===== config.mk =====
export PLATFORM = sky130hd
export DESIGN_NAME = bmp_mulmod
export DESIGN_NICKNAME = d
export VERILOG_FILES = /design/src/design/bmp_pkg.sv /design/src/design/bmp_mulmod.sv
export SDC_FILE = /design/constraint.sdc
export NUM_CORES = 2
export LEC_CHECK = 0
export ABC_AREA = 1
export BUFFER_PORTS_ARGS = -buffer_cell sky130_fd_sc_hd__buf_2
export CAP_MARGIN = 0
export CORE_MARGIN = 4
export CORE_UTILIZATION = 56
export CTS_BUF_LIST = sky130_fd_sc_hd__clkbuf_16
export CTS_CLUSTER_SIZE = 24
export DETAILED_ROUTE_END_ITERATION = 7
export GPL_ROUTABILITY_DRIVEN = 0
export HOLD_SLACK_MARGIN = 0.02
export PLACE_DENSITY = 0.72
export SLEW_MARGIN = 15
export SYNTH_ARGS = -nofsm -noshare
export SYNTH_HDL_FRONTEND = slang
export SYNTH_SLANG_ARGS = --single-unit
export TNS_END_PERCENT = 50

===== constraint.sdc =====
create_clock -name clk -period 11.85 [get_ports clk]
set_input_delay 3.555 -clock clk [delete_from_list [all_inputs] [get_ports clk]]
set_output_delay 3.555 -clock clk [all_outputs]
set_load 0.1 [all_outputs]

===== src/design/bmp_pkg.sv =====
// Shared constants and types for the binomial mod prime block.
package bmp_pkg;

  localparam int          DEF_TABLE_SIZE = 4096;
  localparam int          COUNT_W        = 12;
  localparam int          VALUE_W        = 30;
  localparam logic [29:0] P_MOD          = 30'd1000000007;
  localparam logic [31:0] P_MOD_X2       = 32'd2000000014;
  localparam logic [29:0] FERMAT_EXP     = 30'd1000000005;
  // floor(2^61 / P_MOD)
  localparam logic [31:0] BARRETT_M      = 32'd2305842993;
  localparam logic [4:0]  EXP_LAST_BIT   = 5'd29;

  typedef enum logic [2:0] {
    BS_INIT,
    BS_FACT,
    BS_EXP,
    BS_INV,
    BS_DONE
  } build_state_t;

  typedef struct packed {
    logic fact_we;
    logic inv_we;
  } tbl_wr_t;

endpackage


===== src/design/bmp_mulmod.sv =====
// Four-stage pipelined multiply modulo P_MOD with Barrett reduction.
module bmp_mulmod #(
  parameter int TW = 1
) (
  input  logic                        clk,
  input  logic                        rst,
  input  logic                        en,
  input  logic                        in_valid,
  input  logic [bmp_pkg::VALUE_W-1:0] a,
  input  logic [bmp_pkg::VALUE_W-1:0] b,
  input  logic [TW-1:0]               tag_in,
  output logic                        out_valid,
  output logic [bmp_pkg::VALUE_W-1:0] res,
  output logic [TW-1:0]               tag_out
);
  import bmp_pkg::*;

  logic [3:0]    v;
  logic [59:0]   prod;
  logic [29:0]   quot;
  logic [31:0]   lo;
  logic [31:0]   rem;
  logic [TW-1:0] t1, t2, t3;
  logic [62:0]   qwide;
  logic [31:0]   rem_next;
  logic [29:0]   res_next;

  assign qwide    = 63'(prod[59:29]) * 63'(BARRETT_M);
  assign rem_next = lo - 32'(quot) * 32'(P_MOD);

  always_comb begin
    if (rem >= P_MOD_X2) begin
      res_next = 30'(rem - P_MOD_X2);
    end else if (rem >= 32'(P_MOD)) begin
      res_next = 30'(rem - 32'(P_MOD));
    end else begin
      res_next = 30'(rem);
    end
  end

  always_ff @(posedge clk) begin
    if (rst) begin
      v <= '0;
    end else if (en) begin
      v <= {v[2:0], in_valid};
    end
  end

  always_ff @(posedge clk) begin
    if (en) begin
      prod    <= 60'(a) * 60'(b);
      t1      <= tag_in;
      quot    <= qwide[61:32];
      lo      <= prod[31:0];
      t2      <= t1;
      rem     <= rem_next;
      t3      <= t2;
      res     <= res_next;
      tag_out <= t3;
    end
  end

  assign out_valid = v[3];

endmodule


# After elaboration in Yosys (flattened, before gate mapping)
# Cells that the tools add are included.
[totals]
inputBits = 65
ff_bits = 192
[op_classes]
n_addsub = 3
mux = 2
n_mul = 3
order_cmp = 2
[ops]
columns = ["cell", "count"]
rows = [
  ["31-bit by 32-bit multiplier with 62-bit output (second input constant)", 1],
  ["30-bit by 30-bit multiplier with 60-bit output", 1],
  ["30-bit 2-to-1 mux", 2],
  ["30-bit subtractor (second input constant)", 2],
  ["32-bit by 30-bit greater-or-equal comparator with 1-bit output (second input constant)", 1],
  ["32-bit by 31-bit greater-or-equal comparator with 1-bit output (second input constant)", 1],
  ["30-bit by 30-bit multiplier with 32-bit output (second input constant)", 1],
  ["32-bit subtractor", 1],
]

# Depth between registers and ports, before layout
[logic_depth]
word_depth = 3
ltp_mapped = 32
depth_no_buf = 31

# Least setup slack after synthesis
# Ideal clock, no wire load.
[synth_path]
path_kind = "input to register"
startpoint = "input a[12] (netlist name)"
endpoint = "register prod[59], data pin"
t_arrival_ns = 9.318
path_stages = 29
path_slack_ns = 2.280
path_buffers = 1
required_ns = 11.598
path_cell_list = "clkbuf_1 -> nand2_1 -> inv_1 -> fa_1 -> fa_1 -> fa_1 -> inv_1 -> fa_1 -> inv_1 -> fa_1 -> inv_1 -> fa_1 -> inv_1 -> fa_1 -> inv_1 -> fa_1 -> inv_1 -> ha_1 -> nand2_1 -> nor2_1 -> inv_1 -> nor2_1 -> nand2_1 -> nand2_1 -> nand2_1 -> nand2_1 -> nand3_1 -> nand3_1 -> nand2_1"
[synth_between]
elab_chain_len = 1
[synth_lines]
columns = ["item", "line", "rtl"]
rows = [
  ["start: declaration", "bmp_mulmod.sv:9", "input logic [bmp_pkg::VALUE_W-1:0] a,"],
  ["30-bit by 30-bit multiplier with 60-bit output", "bmp_mulmod.sv:51", "prod <= 60'(a) * 60'(b);"],
  ["end signal: assignment", "bmp_mulmod.sv:51", ""],
  ["end: declaration", "bmp_mulmod.sv:19", "logic [59:0] prod;"],
]
# Every way passes these cells.
# A chain may end at the register's enable or synchronous reset.

# Worst setup path after layout
[layout_path]
startpoint = "input a[16] (netlist name)"
endpoint = "register prod[26], data pin"
# Same word-level chain as after synthesis.

==> impl_metrics.ini <==
[placement]
detailed_place_hpwl_um = 151200
place_ws_ns = 1.130
portBuffers = 96

[clocking]
post_cts_resized = 0
clk_latency_ns = 0.45
holdBufCountCts = 0
post_cts_buffers = 0
cts_buffer_depth = 2
cts_buffers = 17
clock_sinks = 192
path_clk_slew_ns = 0.08
cts_root_buf = clkbuf_16
h-tree-depth = 4
cts_tree = built

[critical_path]
ff2ff_path_depth = 22
cp.required_ns = 12.08
critPathArrivalTime_ns = 10.67
crit_family = adder cells
worst-path-buf-inv = 6
max_stage_delay_ns = 0.74
critical_path_class = in -> reg
r2r_end = quot[16]
start_kind = input pin
crit_chain = buf_2 > nand2_1 > inv_1 > fa_1 > fa_1 > fa_1 > inv_1 > fa_1 > inv_1 > fa_1 > fa_1 > fa_1 > inv_1 > fa_1 > inv_1 > ha_1 > nand2_1 > nor2_1 > nand2_1 > nor4_1 > nand2_1 > nand3_1 > xor2_1
cp-end-kind = register
rrSetupSlack_ns = 4.68
cp.depth = 23
worstPathMaxFanout = 30
cp_slowest_cell = buf_2
worst_r2r_startpoint = prod[35]
critPathMostFrequentCell = fa_1

[synthesis]
yosysWarnings = 0
synth_edf_count = 188
synth_nets = 10070
avgSynthCellArea_um2 = 8.179
yosysUniqueCellTypes = 52
synthArstFlopShare_pct = 0
netlist_instances = 7919
synth_flop_cell = edfxtp_1
yosysSeqAreaShare_pct = 8.840
synth_area_um2 = 64770
ys_ff_latch = 192

[sta]
relSlewSlack_pct = 28.58
fin_skew_ns = 0.01468
slew_viol_final = 0
fin_crit_ns = 10.44
fmax_mhz = 95.77
setup_viol = 0
fin_crit_sh_pct = 88.12
hold_viol = 0
tightest_slew_ns = 1.071
finalWorstSetupSlack_ns = 1.408
fin_tns_setup_ns = 0
rsz0062_at_grt = false

[global_route]
grt_pass1_vias = 54050
track_usage_pct = 30.83
grt_antenna_before_repair = 11
grt_pass1_wl_um = 290000
grt_max_degree = 81
grt.overflow.total = 0

[die]
core-area_um2 = 114700
ioPinCount = 97
die_x_um = 348.1
rows = 124
start_util_pct = 56.49
dieArea_um2 = 121200
die_h_um = 348.1

[cells_and_area]
num-fill-cells = 10180
drive_gt1_share_pct = 2.252
nets = 10000
syn_to_final_growth_pct = 3.533
diodes = 0
multiInputGateArea_um2 = 48840
layout_common_cells = 2481 x inv_1, 1661 x nand2_1, 1276 x fa_1
layout_commonest_cell = inv_1
seq_area_um2 = 5725

[drt]
drt_iter0_markers = 4086
post_drt_wl_per_cell_um = 19.43
vias = 50760
drc = 0
drt-pass1-iter-count = 6
ant_nets = 0
routed_via_density = 5.416
finalWirelength_um = 182100

[hold_path]
hp-class = reg -> reg
hold_end = lo[16]
hp-start = prod[16]
min_path_cells = 0

[run_status]
status = complete, no violations

[flow_run]
cap_violations = 0
## stage by stage
stage          cell area (um2)  std cells  hold WS, ns  util [%]
2_1_floorplan            64770       7919       0.4003         -
3_3_place_gp             66460       9341       0.4007     57.97
3_5_place_dp             66460       9341       0.4045     57.97
4_1_cts                  67060       9373       0.4198     58.48
5_1_grt                  67060       9373       0.4295     58.48
6_report                 67060       9373       0.4210     58.48
## layout make-up
type | count | share of cell area, %
clock inverter | 15 | 0.2519
sequential | 192 | 8.538
timing repair buffer | 118 | 0.9759
tap | 1512 | 2.821
inverter | 2489 | 13.94
clock buffer | 17 | 0.6344
multi-input combinational | 5030 | 72.84
## layer usage
layer	vias to the layer above	global-route usage [%]	share of wire, %
li1	22840	-	-
met1	24750	39.54	38
met2	2588	50.86	46
met3	570	6.471	10
met4	10	13.49	5.3
met5	-	0	0.035
## synth_stat cells, types with 6 or more instances
| library cell | n | area [um2] |
|---|---|---|
| a21boi_0 | 9 | 67.56 |
| a21o_1 | 28 | 210.2 |
| a21oi_1 | 209 | 1046 |
| a31oi_1 | 19 | 118.9 |
| buf_2 | 15 | 75.07 |
| clkbuf_1 | 181 | 679.4 |
| edfxtp_1 | 188 | 5645 |
| fa_1 | 1276 | 25540 |
| ha_1 | 814 | 10180 |
| inv_1 | 2481 | 9313 |
| inv_2 | 6 | 22.52 |
| nand2_1 | 1661 | 6235 |
| nand3_1 | 183 | 915.9 |
| nand3b_1 | 11 | 82.58 |
| nand4_1 | 32 | 200.2 |
| nor2_1 | 364 | 1366 |
| nor3_1 | 36 | 180.2 |
| nor4_1 | 11 | 68.82 |
| o211ai_1 | 6 | 45.04 |
| o21ai_0 | 155 | 775.7 |
| o21ai_1 | 16 | 80.08 |
| o21bai_1 | 22 | 165.2 |
| xnor2_1 | 23 | 201.4 |
| xor2_1 | 115 | 1007 |
## how the worst max path moves through the flow
stage           from        to  slack (ns)
2_1_floorplan  a[12]  prod[59]        2.28
3_3_place_gp    b[9]  prod[52]        1.15
3_5_place_dp    b[8]  prod[43]        1.13
4_1_cts         b[8]  prod[26]        1.61
5_1_grt        a[16]  prod[26]        1.18
6_report       a[16]  prod[26]        1.41
## cell families after synthesis
kind of cell / after synthesis / share of synthesized area [%]
xor gates and xnor gates: 138 / 1.866
and+or+nand+nor: 2320 / 14.27
DFF: 192 / 8.840
AOI/OAI and AO/OA: 482 / 4.115
adders and majority gates: 2090 / 55.17
buffers and inverters: 2697 / 15.74
## state kept, by name, summed over array words and instances, names as in the netlist
register,flops
lo,32
prod,60
quot,30
rem,32
res,30
t1,1
t2,1
t3,1
tag_out,1
v,4
Power is not shown: default switching activity piles up to over one toggle a cycle in this logic, so the estimate is an artifact.
