File: config.mk
export PLATFORM = sky130hd
export DESIGN_NAME = bmp_build
export DESIGN_NICKNAME = d
export VERILOG_FILES = /design/src/design/bmp_pkg.sv /design/src/design/bmp_mulmod.sv /design/src/design/bmp_build.sv
export SDC_FILE = /design/constraint.sdc
export NUM_CORES = 2
export LEC_CHECK = 0
export BUFFER_PORTS_ARGS = -buffer_cell sky130_fd_sc_hd__buf_2
export CORE_UTILIZATION = 65
export CTS_BUF_LIST = sky130_fd_sc_hd__clkbuf_2
export CTS_CLUSTER_DIAMETER = 200
export DETAILED_ROUTE_END_ITERATION = 12
export PLACE_DENSITY_LB_ADDON = 0.15
export REMOVE_ABC_BUFFERS = 1
export SYNTH_ARGS = -nofsm -noshare
export SYNTH_HDL_FRONTEND = slang
export SYNTH_HIERARCHICAL = 1
export SYNTH_SLANG_ARGS = --single-unit
export TNS_END_PERCENT = 50
File: constraint.sdc
create_clock -name clk -period 11.3 [get_ports clk]
set_input_delay 0 -clock clk [delete_from_list [all_inputs] [get_ports clk]]
set_output_delay 0 -clock clk [all_outputs]
set_load 0.02 [all_outputs]
File: src/design/bmp_pkg.sv
// Shared constants and types for the binomial mod prime block.
package bmp_pkg;

  localparam int          DEF_TABLE_SIZE = 4096;
  localparam int          COUNT_W        = 12;
  localparam int          VALUE_W        = 30;
  localparam logic [29:0] P_MOD          = 30'd1000000007;
  localparam logic [31:0] P_MOD_X2       = 32'd2000000014;
  localparam logic [29:0] FERMAT_EXP     = 30'd1000000005;
  // floor(2^61 / P_MOD)
  localparam logic [31:0] BARRETT_M      = 32'd2305842993;
  localparam logic [4:0]  EXP_LAST_BIT   = 5'd29;

  typedef enum logic [2:0] {
    BS_INIT,
    BS_FACT,
    BS_EXP,
    BS_INV,
    BS_DONE
  } build_state_t;

  typedef struct packed {
    logic fact_we;
    logic inv_we;
  } tbl_wr_t;

endpackage

File: src/design/bmp_mulmod.sv
// Four-stage pipelined multiply modulo P_MOD with Barrett reduction.
module bmp_mulmod #(
  parameter int TW = 1
) (
  input  logic                        clk,
  input  logic                        rst,
  input  logic                        en,
  input  logic                        in_valid,
  input  logic [bmp_pkg::VALUE_W-1:0] a,
  input  logic [bmp_pkg::VALUE_W-1:0] b,
  input  logic [TW-1:0]               tag_in,
  output logic                        out_valid,
  output logic [bmp_pkg::VALUE_W-1:0] res,
  output logic [TW-1:0]               tag_out
);
  import bmp_pkg::*;

  logic [3:0]    v;
  logic [59:0]   prod;
  logic [29:0]   quot;
  logic [31:0]   lo;
  logic [31:0]   rem;
  logic [TW-1:0] t1, t2, t3;
  logic [62:0]   qwide;
  logic [31:0]   rem_next;
  logic [29:0]   res_next;

  assign qwide    = 63'(prod[59:29]) * 63'(BARRETT_M);
  assign rem_next = lo - 32'(quot) * 32'(P_MOD);

  always_comb begin
    if (rem >= P_MOD_X2) begin
      res_next = 30'(rem - P_MOD_X2);
    end else if (rem >= 32'(P_MOD)) begin
      res_next = 30'(rem - 32'(P_MOD));
    end else begin
      res_next = 30'(rem);
    end
  end

  always_ff @(posedge clk) begin
    if (rst) begin
      v <= '0;
    end else if (en) begin
      v <= {v[2:0], in_valid};
    end
  end

  always_ff @(posedge clk) begin
    if (en) begin
      prod    <= 60'(a) * 60'(b);
      t1      <= tag_in;
      quot    <= qwide[61:32];
      lo      <= prod[31:0];
      t2      <= t1;
      rem     <= rem_next;
      t3      <= t2;
      res     <= res_next;
      tag_out <= t3;
    end
  end

  assign out_valid = v[3];

endmodule

File: src/design/bmp_build.sv
// Table builder: factorials upward, one Fermat inverse, inverse factorials downward.
module bmp_build #(
  parameter int TABLE_SIZE = bmp_pkg::DEF_TABLE_SIZE,
  parameter int IW         = $clog2(TABLE_SIZE)
) (
  input  logic                        clk,
  input  logic                        rst,
  output logic                        built,
  output bmp_pkg::tbl_wr_t            wr,
  output logic [IW-1:0]               waddr,
  output logic [bmp_pkg::VALUE_W-1:0] wdata
);
  import bmp_pkg::*;

  build_state_t  state, state_next;
  logic          pend, pend_next;
  logic          ph, ph_next;
  logic [IW-1:0] k, k_next;
  logic [29:0]   cur, cur_next;
  logic [29:0]   acc, acc_next;
  logic [29:0]   sq, sq_next;
  logic [4:0]    ebit, ebit_next;
  logic          mul_issue;
  logic [29:0]   mul_a, mul_b;
  logic          res_valid;
  logic [29:0]   res;
  logic          res_tag;

  localparam logic [IW-1:0] K_LAST = IW'(TABLE_SIZE - 1);
  localparam logic [IW-1:0] K_ONE  = IW'(1);

  bmp_mulmod #(.TW(1)) u_mul (
    .clk(clk), .rst(rst), .en(1'b1), .in_valid(mul_issue),
    .a(mul_a), .b(mul_b), .tag_in(ph),
    .out_valid(res_valid), .res(res), .tag_out(res_tag)
  );

  always_ff @(posedge clk) begin
    if (rst) begin
      state <= BS_INIT;
      pend  <= 1'b0;
      ph    <= 1'b0;
      k     <= K_ONE;
      cur   <= 30'd1;
      acc   <= 30'd1;
      sq    <= 30'd1;
      ebit  <= '0;
    end else begin
      state <= state_next;
      pend  <= pend_next;
      ph    <= ph_next;
      k     <= k_next;
      cur   <= cur_next;
      acc   <= acc_next;
      sq    <= sq_next;
      ebit  <= ebit_next;
    end
  end

  always_comb begin
    state_next = state;
    pend_next  = pend;
    ph_next    = ph;
    k_next     = k;
    cur_next   = cur;
    acc_next   = acc;
    sq_next    = sq;
    ebit_next  = ebit;
    mul_issue  = 1'b0;
    mul_a      = cur;
    mul_b      = 30'(k);
    wr         = '0;
    waddr      = k;
    wdata      = res;
    built      = 1'b0;
    case (state)
      BS_INIT: begin
        wr.fact_we = 1'b1;
        waddr      = '0;
        wdata      = 30'd1;
        state_next = BS_FACT;
      end
      BS_FACT: begin
        if (!pend) begin
          mul_issue = 1'b1;
          pend_next = 1'b1;
        end else if (res_valid) begin
          wr.fact_we = 1'b1;
          cur_next   = res;
          pend_next  = 1'b0;
          if (k == K_LAST) begin
            sq_next    = res;
            acc_next   = 30'd1;
            ebit_next  = '0;
            ph_next    = 1'b0;
            state_next = BS_EXP;
          end else begin
            k_next = k + K_ONE;
          end
        end
      end
      BS_EXP: begin
        mul_a = ph ? sq : acc;
        mul_b = sq;
        if (!pend) begin
          mul_issue = 1'b1;
          pend_next = 1'b1;
        end else if (res_valid) begin
          pend_next = 1'b0;
          if (!res_tag) begin
            if (FERMAT_EXP[ebit]) begin
              acc_next = res;
            end
            ph_next = 1'b1;
          end else begin
            sq_next = res;
            ph_next = 1'b0;
            if (ebit == EXP_LAST_BIT) begin
              wr.inv_we  = 1'b1;
              waddr      = K_LAST;
              wdata      = acc;
              cur_next   = acc;
              k_next     = K_LAST;
              state_next = BS_INV;
            end else begin
              ebit_next = ebit + 5'd1;
            end
          end
        end
      end
      BS_INV: begin
        waddr = k - K_ONE;
        if (!pend) begin
          mul_issue = 1'b1;
          pend_next = 1'b1;
        end else if (res_valid) begin
          wr.inv_we = 1'b1;
          cur_next  = res;
          pend_next = 1'b0;
          if (k == K_ONE) begin
            state_next = BS_DONE;
          end else begin
            k_next = k - K_ONE;
          end
        end
      end
      BS_DONE: begin
        built = 1'b1;
      end
      default: begin
        state_next = BS_INIT;
      end
    endcase
  end

endmodule

---- Yosys cells after proc, flatten, opt, wreduce, memory -nomap -nowiden ----
Memory sizes are Yosys's and may differ from the RTL's. A register that Yosys moved wholly into a read port is not among the register bits.
Index checks and enable logic that the tools add are counted.
word-level totals
  register bits after elaboration ......... 304
  ROM bits ................................ 32
  logic and storage cells ................. 157
  memories kept ........................... 1
cells by class
  add/sub/neg operators ................... 6
  $mul .................................... 3
  order comparisons ....................... 3
  equality and inequality tests ........... 24
  muxes and demuxes ....................... 85
  bitwise gates (word level) .............. 2
  reductions and logical operators ........ 14
memory list
  name             depth  width  rd ports  clocked after Yosys merged registers in  write ports  RTL line          source
  (no name shown)  32     1      1         1                                        0            bmp_build.sv:111  if (FERMAT_EXP[ebit]) begin
operators by type and width
  cell                    number
  $mux 30                 28
  $pmux 30 s2             4
  $mux 12                 10
  $pmux 12 s3             2
  $mul 31x32->62 const B  1
  $mul 30x30->60          1
  $sub 30x30->30 const B  2
  $mux 5                  9
  $ge 32x30->1 const B    1
  $ge 32x31->1 const B    1
  $mul 30x30->32 const B  1
  $sub 32x32->32          1
  $mux 3                  10
  $ne 2x2->1 const B      11
  $reduce_and 7->1        3
  $mux 1                  17
  $reduce_and 8->1        2
  $pmux 3 s5              1
  $add 12x1->12 const B   1
  $eq 12x1->1 const B     1
  $eq 12x12->1 const B    1
  $ne 2x1->1 const B      6
  $sub 12x1->12 const B   1
  $reduce_and 11->1       1
  15 further kinds        21

---- Depth between registers and ports, before layout ----
  word-level depth ........................ 8
  mapped depth ............................ 36

---- Modules after synthesis ----
The synthesis kept the hierarchy.
modules (own cells, without submodules)
  module      instances  cells an instance  area an instance (µm²)  sequential area each (µm²)
  bmp_mulmod  1          5971               59050.4                 5725.5
  bmp_build   1          877                6739.0                  2262.2

---- Worst setup path after synthesis ----
OpenSTA, ideal clock, no wires.
  path type ............................... register to register
  from .................................... register state[0]
  to ...................................... register u_mul.prod[58], data pin
  setup time .............................. 0.260 ns
  data arrival time ....................... 8.461 ns
  data required time ...................... 11.040 ns
  path slack .............................. 2.578 ns
  stages on the path, launching flop included .. 32
  clock period less this slack ............ 8.722 ns
  cell sequence ........................... dfxtp_1 -> buf_2 -> nor3b_1 -> clkbuf_1 -> clkbuf_1 -> nand2_1 -> nand2_1 -> clkbuf_1 -> nand2_1 -> fa_1 -> fa_1 -> fa_1 -> fa_1 -> inv_1 -> fa_1 -> fa_1 -> fa_1 -> inv_1 -> fa_1 -> inv_1 -> ha_1 -> buf_6 -> a21o_1 -> a21o_1 -> a21o_1 -> a311o_1 -> a311o_1 -> a21oi_2 -> o22ai_1 -> a41o_1 -> a311oi_2 -> xnor2_1
between the ends
  longest elaborated chain between the ends .. 3
  elaborated cells between the ends (all ways) .. 4
  those cells by class .................... 1 x mul; 1 x eq/ne; 2 x mux
ends and longest elaborated chain
  what                    RTL line          source
  from (decl)             bmp_build.sv:15   build_state_t state, state_next;
  from (signal assigned)  bmp_build.sv:49   state <= state_next;
  $eq 3x2->1              bmp_build.sv:76   case (state)
  $mux 30                 bmp_build.sv:76
  net mul_b[6]            bmp_build.sv:24   logic [29:0] mul_a, mul_b;
  $mul 30x30->60          bmp_mulmod.sv:51  prod <= 60'(a) * 60'(b);
  to (signal assigned)    bmp_mulmod.sv:51
  to (decl)               bmp_mulmod.sv:19  logic [59:0] prod;
The timed path passes the listed nets, and every way through them passes these cells.
A chain may end at the register's enable or synchronous reset.

---- Worst setup path after layout ----
  from .................................... register state[1]
  to ...................................... register u_mul.prod[47], data pin
The elaborated chain is that of the path after synthesis.

==> qor.txt <==
Slew headroom: 11.8%
CTS Root Cell: clkbuf_2
Final setup viols: 0
initial antenna violation count: 6
Synth cell types: 88
# IOs: 47
Yosys warnings: 6
nets: 9072
Detail Placement HPWL: 151 mm
CP Max Fanout: 50
remaining global-route overflow: 0
largest net degree at the start of global routing: 85
Slew @ Worst Pin: 1.32 ns
DRC errors left: 0
die height: 320 µm
cell accounting for the most synthesized area: fa_1
nature of the critical path endpoint: flop
most common cell in the synthesized netlist: inv_1
Synth top area share: 38.8%
total track usage: 37.1%
mean post-synth cell area: 9.61 µm²
Arrival @ worst endpoint: 11.25 ns
Fill cells: 8038
CTS tree: yes
final hold violations: 0
Syn Inst Count: 6848
worst setup path class: flop to flop
vias in the first global route: 51036
Via-to-Cell Ratio: 5.71
number of buffers created by CTS: 81
Required @ worst endpoint: 12.26 ns
Clock Latency Late Sink: 1.23 ns
Max Transition Viols Final: 0
synth-to-layout area growth: 4.76%
Max Cap Viol: 0
Period Utilization, post-route: 91.0%
FFs w/ async S/R, synth: 0%
Worst-path clk slew: 0.12 ns
Post-DRT Antenna Nets: 0
number of synthesized flops with an enable pin: 188
core area: 0.100 mm²
Die X: 320 µm
Period minus WS final: 10.28 ns
sequential area share after synthesis: 12.1%
CP dominant cell by count: fa_1
Synth area leaders: fa_1, ha_1, inv_1
layout cells sized above 1: 4.91%
status: finished, final reports clean
ys flop type: edfxtp_1
CP max stage delay: 0.79 ns
Synth Cell Area: 0.0658 mm²
TritonRoute pass-1 iters: 6
number of H-tree levels: 3
Initial Utilization: 65.7%
Hold Crit Class: flop to flop
Slowest-stage cell, CP: dfxtp_1
Total Wirelength: 181 mm
RSZ-0062 raised after global routing: false
f_max: 97.3 MHz
# clock sinks: 305
DRT iter0 DRCs: 3598
Yosys reg bits: 305
FP Rows: 116
port bufs: 46
die area: 0.102 mm²
GP Congestion: 0.998
Hold WS: 0.361 ns
clk_skew: 0.157 ns
global-route wire length before repair: 288 mm
Post-synth top cells: inv_1, fa_1, ha_1
CTS max path bufs: 3
CP Launch Type: flop
routed length per placed instance: 21.7 µm
vias: 47648
area occupied by multi-input gates: 0.0513 mm²
Register Area: 0.00799 mm²
==> final timing paths <==
check	from	endpoint	slack, ns	cells after the start
worst max-delay path	state[1]	u_mul/prod[47]	1.02	27
worst min-delay path	u_mul/t2	u_mul/t3	0.36	0
worst max register to register	state[1]	u_mul/prod[47]	1.02	27
worst min register to register	u_mul/t2	u_mul/t3	0.36	0
==> layout make-up <==
type                    count  area share [%]
multi-input cells        4793            74.5
flip-flops and latches    305            11.6
inverters                1639            8.93
well taps                1298            2.36
repair buffers            154            1.52
clock buffers             106           0.770
clock inverters            44           0.341
diodes                      7          0.0254
==> registers in the layout (all words and copies together), names as in the netlist, named ones only <==
register / cells
u_mul/t1: 1
u_mul/t2: 1
k: 12
u_mul/prod: 60
sq: 30
state: 3
u_mul/rem: 32
u_mul/lo: 32
u_mul/tag_out: 1
u_mul/t3: 1
ph: 1
u_mul/res: 30
u_mul/quot: 30
cur: 30
ebit: 5
u_mul/v: 4
pend: 1
acc: 30
==> timing repair <==
action	4_1_cts	5_1_grt
hold buffers	3	0
gates resized for setup	0	0
setup buffers	0	0
endpoints found under the hold margin	117	0
==> layout by cell type, fill, tap and decap left out, types with 116 or more instances in the layout <==
cell type / instances
nand2_1: 601
fa_1: 1276
ha_1: 820
conb_1: 189
xnor2_1: 129
nor2_1: 175
edfxtp_1: 188
inv_1: 1638
and2_1: 555
a21oi_1: 198
dfxtp_1: 116
==> metrics by stage <==
stage	setup slack, ns	cell area [µm²]	TNS, ns	util, %	instances
5_1_grt	0.591	68900	0	68.8	8343
6_report	1.02	68900	0	68.8	8346
4_1_cts	1.14	68900	0	68.8	8339
3_5_place_dp	1.16	68100	0	68.0	8186
2_1_floorplan	-1.49	65300	-34.73	-	6737
3_3_place_gp	1.32	68100	0	68.0	8186
==> cell families after synthesis <==
group	count (synthesis)	share of synthesized area, %
AOI/OAI and AO/OA	645	6.34
xor gates and xnor gates	184	2.45
adders and majority gates	2097	54.4
buffers and inverters	1938	11.2
DFF	305	12.1
muxes	95	1.45
other	1	0.00570
and+or+nand+nor	1583	12.0
==> worst max-delay path: cells and delay by family (launching register included) <==
family / cells / cell delay (ns)
XOR/XNOR: 1 / 0.08
AO/OA/AOI/OAI: 4 / 1.13
adder cells (fa/ha/maj): 9 / 4.51
buffers and inverters: 5 / 0.38
AND/OR/NAND/NOR: 8 / 3.10
flip-flops: 1 / 0.79
==> layer usage <==
| metal | global-route usage [%] | vias to the layer above | routed length (µm) |
|---|---|---|---|
| met5 | 0 | - | 27 |
| li1 | - | 21124 | - |
| met3 | 5.55 | 511 | 12800 |
| met4 | 20.3 | 4 | 11700 |
| met2 | 62.1 | 1999 | 87000 |
| met1 | 46.6 | 24010 | 69500 |
Power is left out: the tool's default activity adds up to more than one toggle a clock period on the data nets, which glitch-free logic cannot reach.
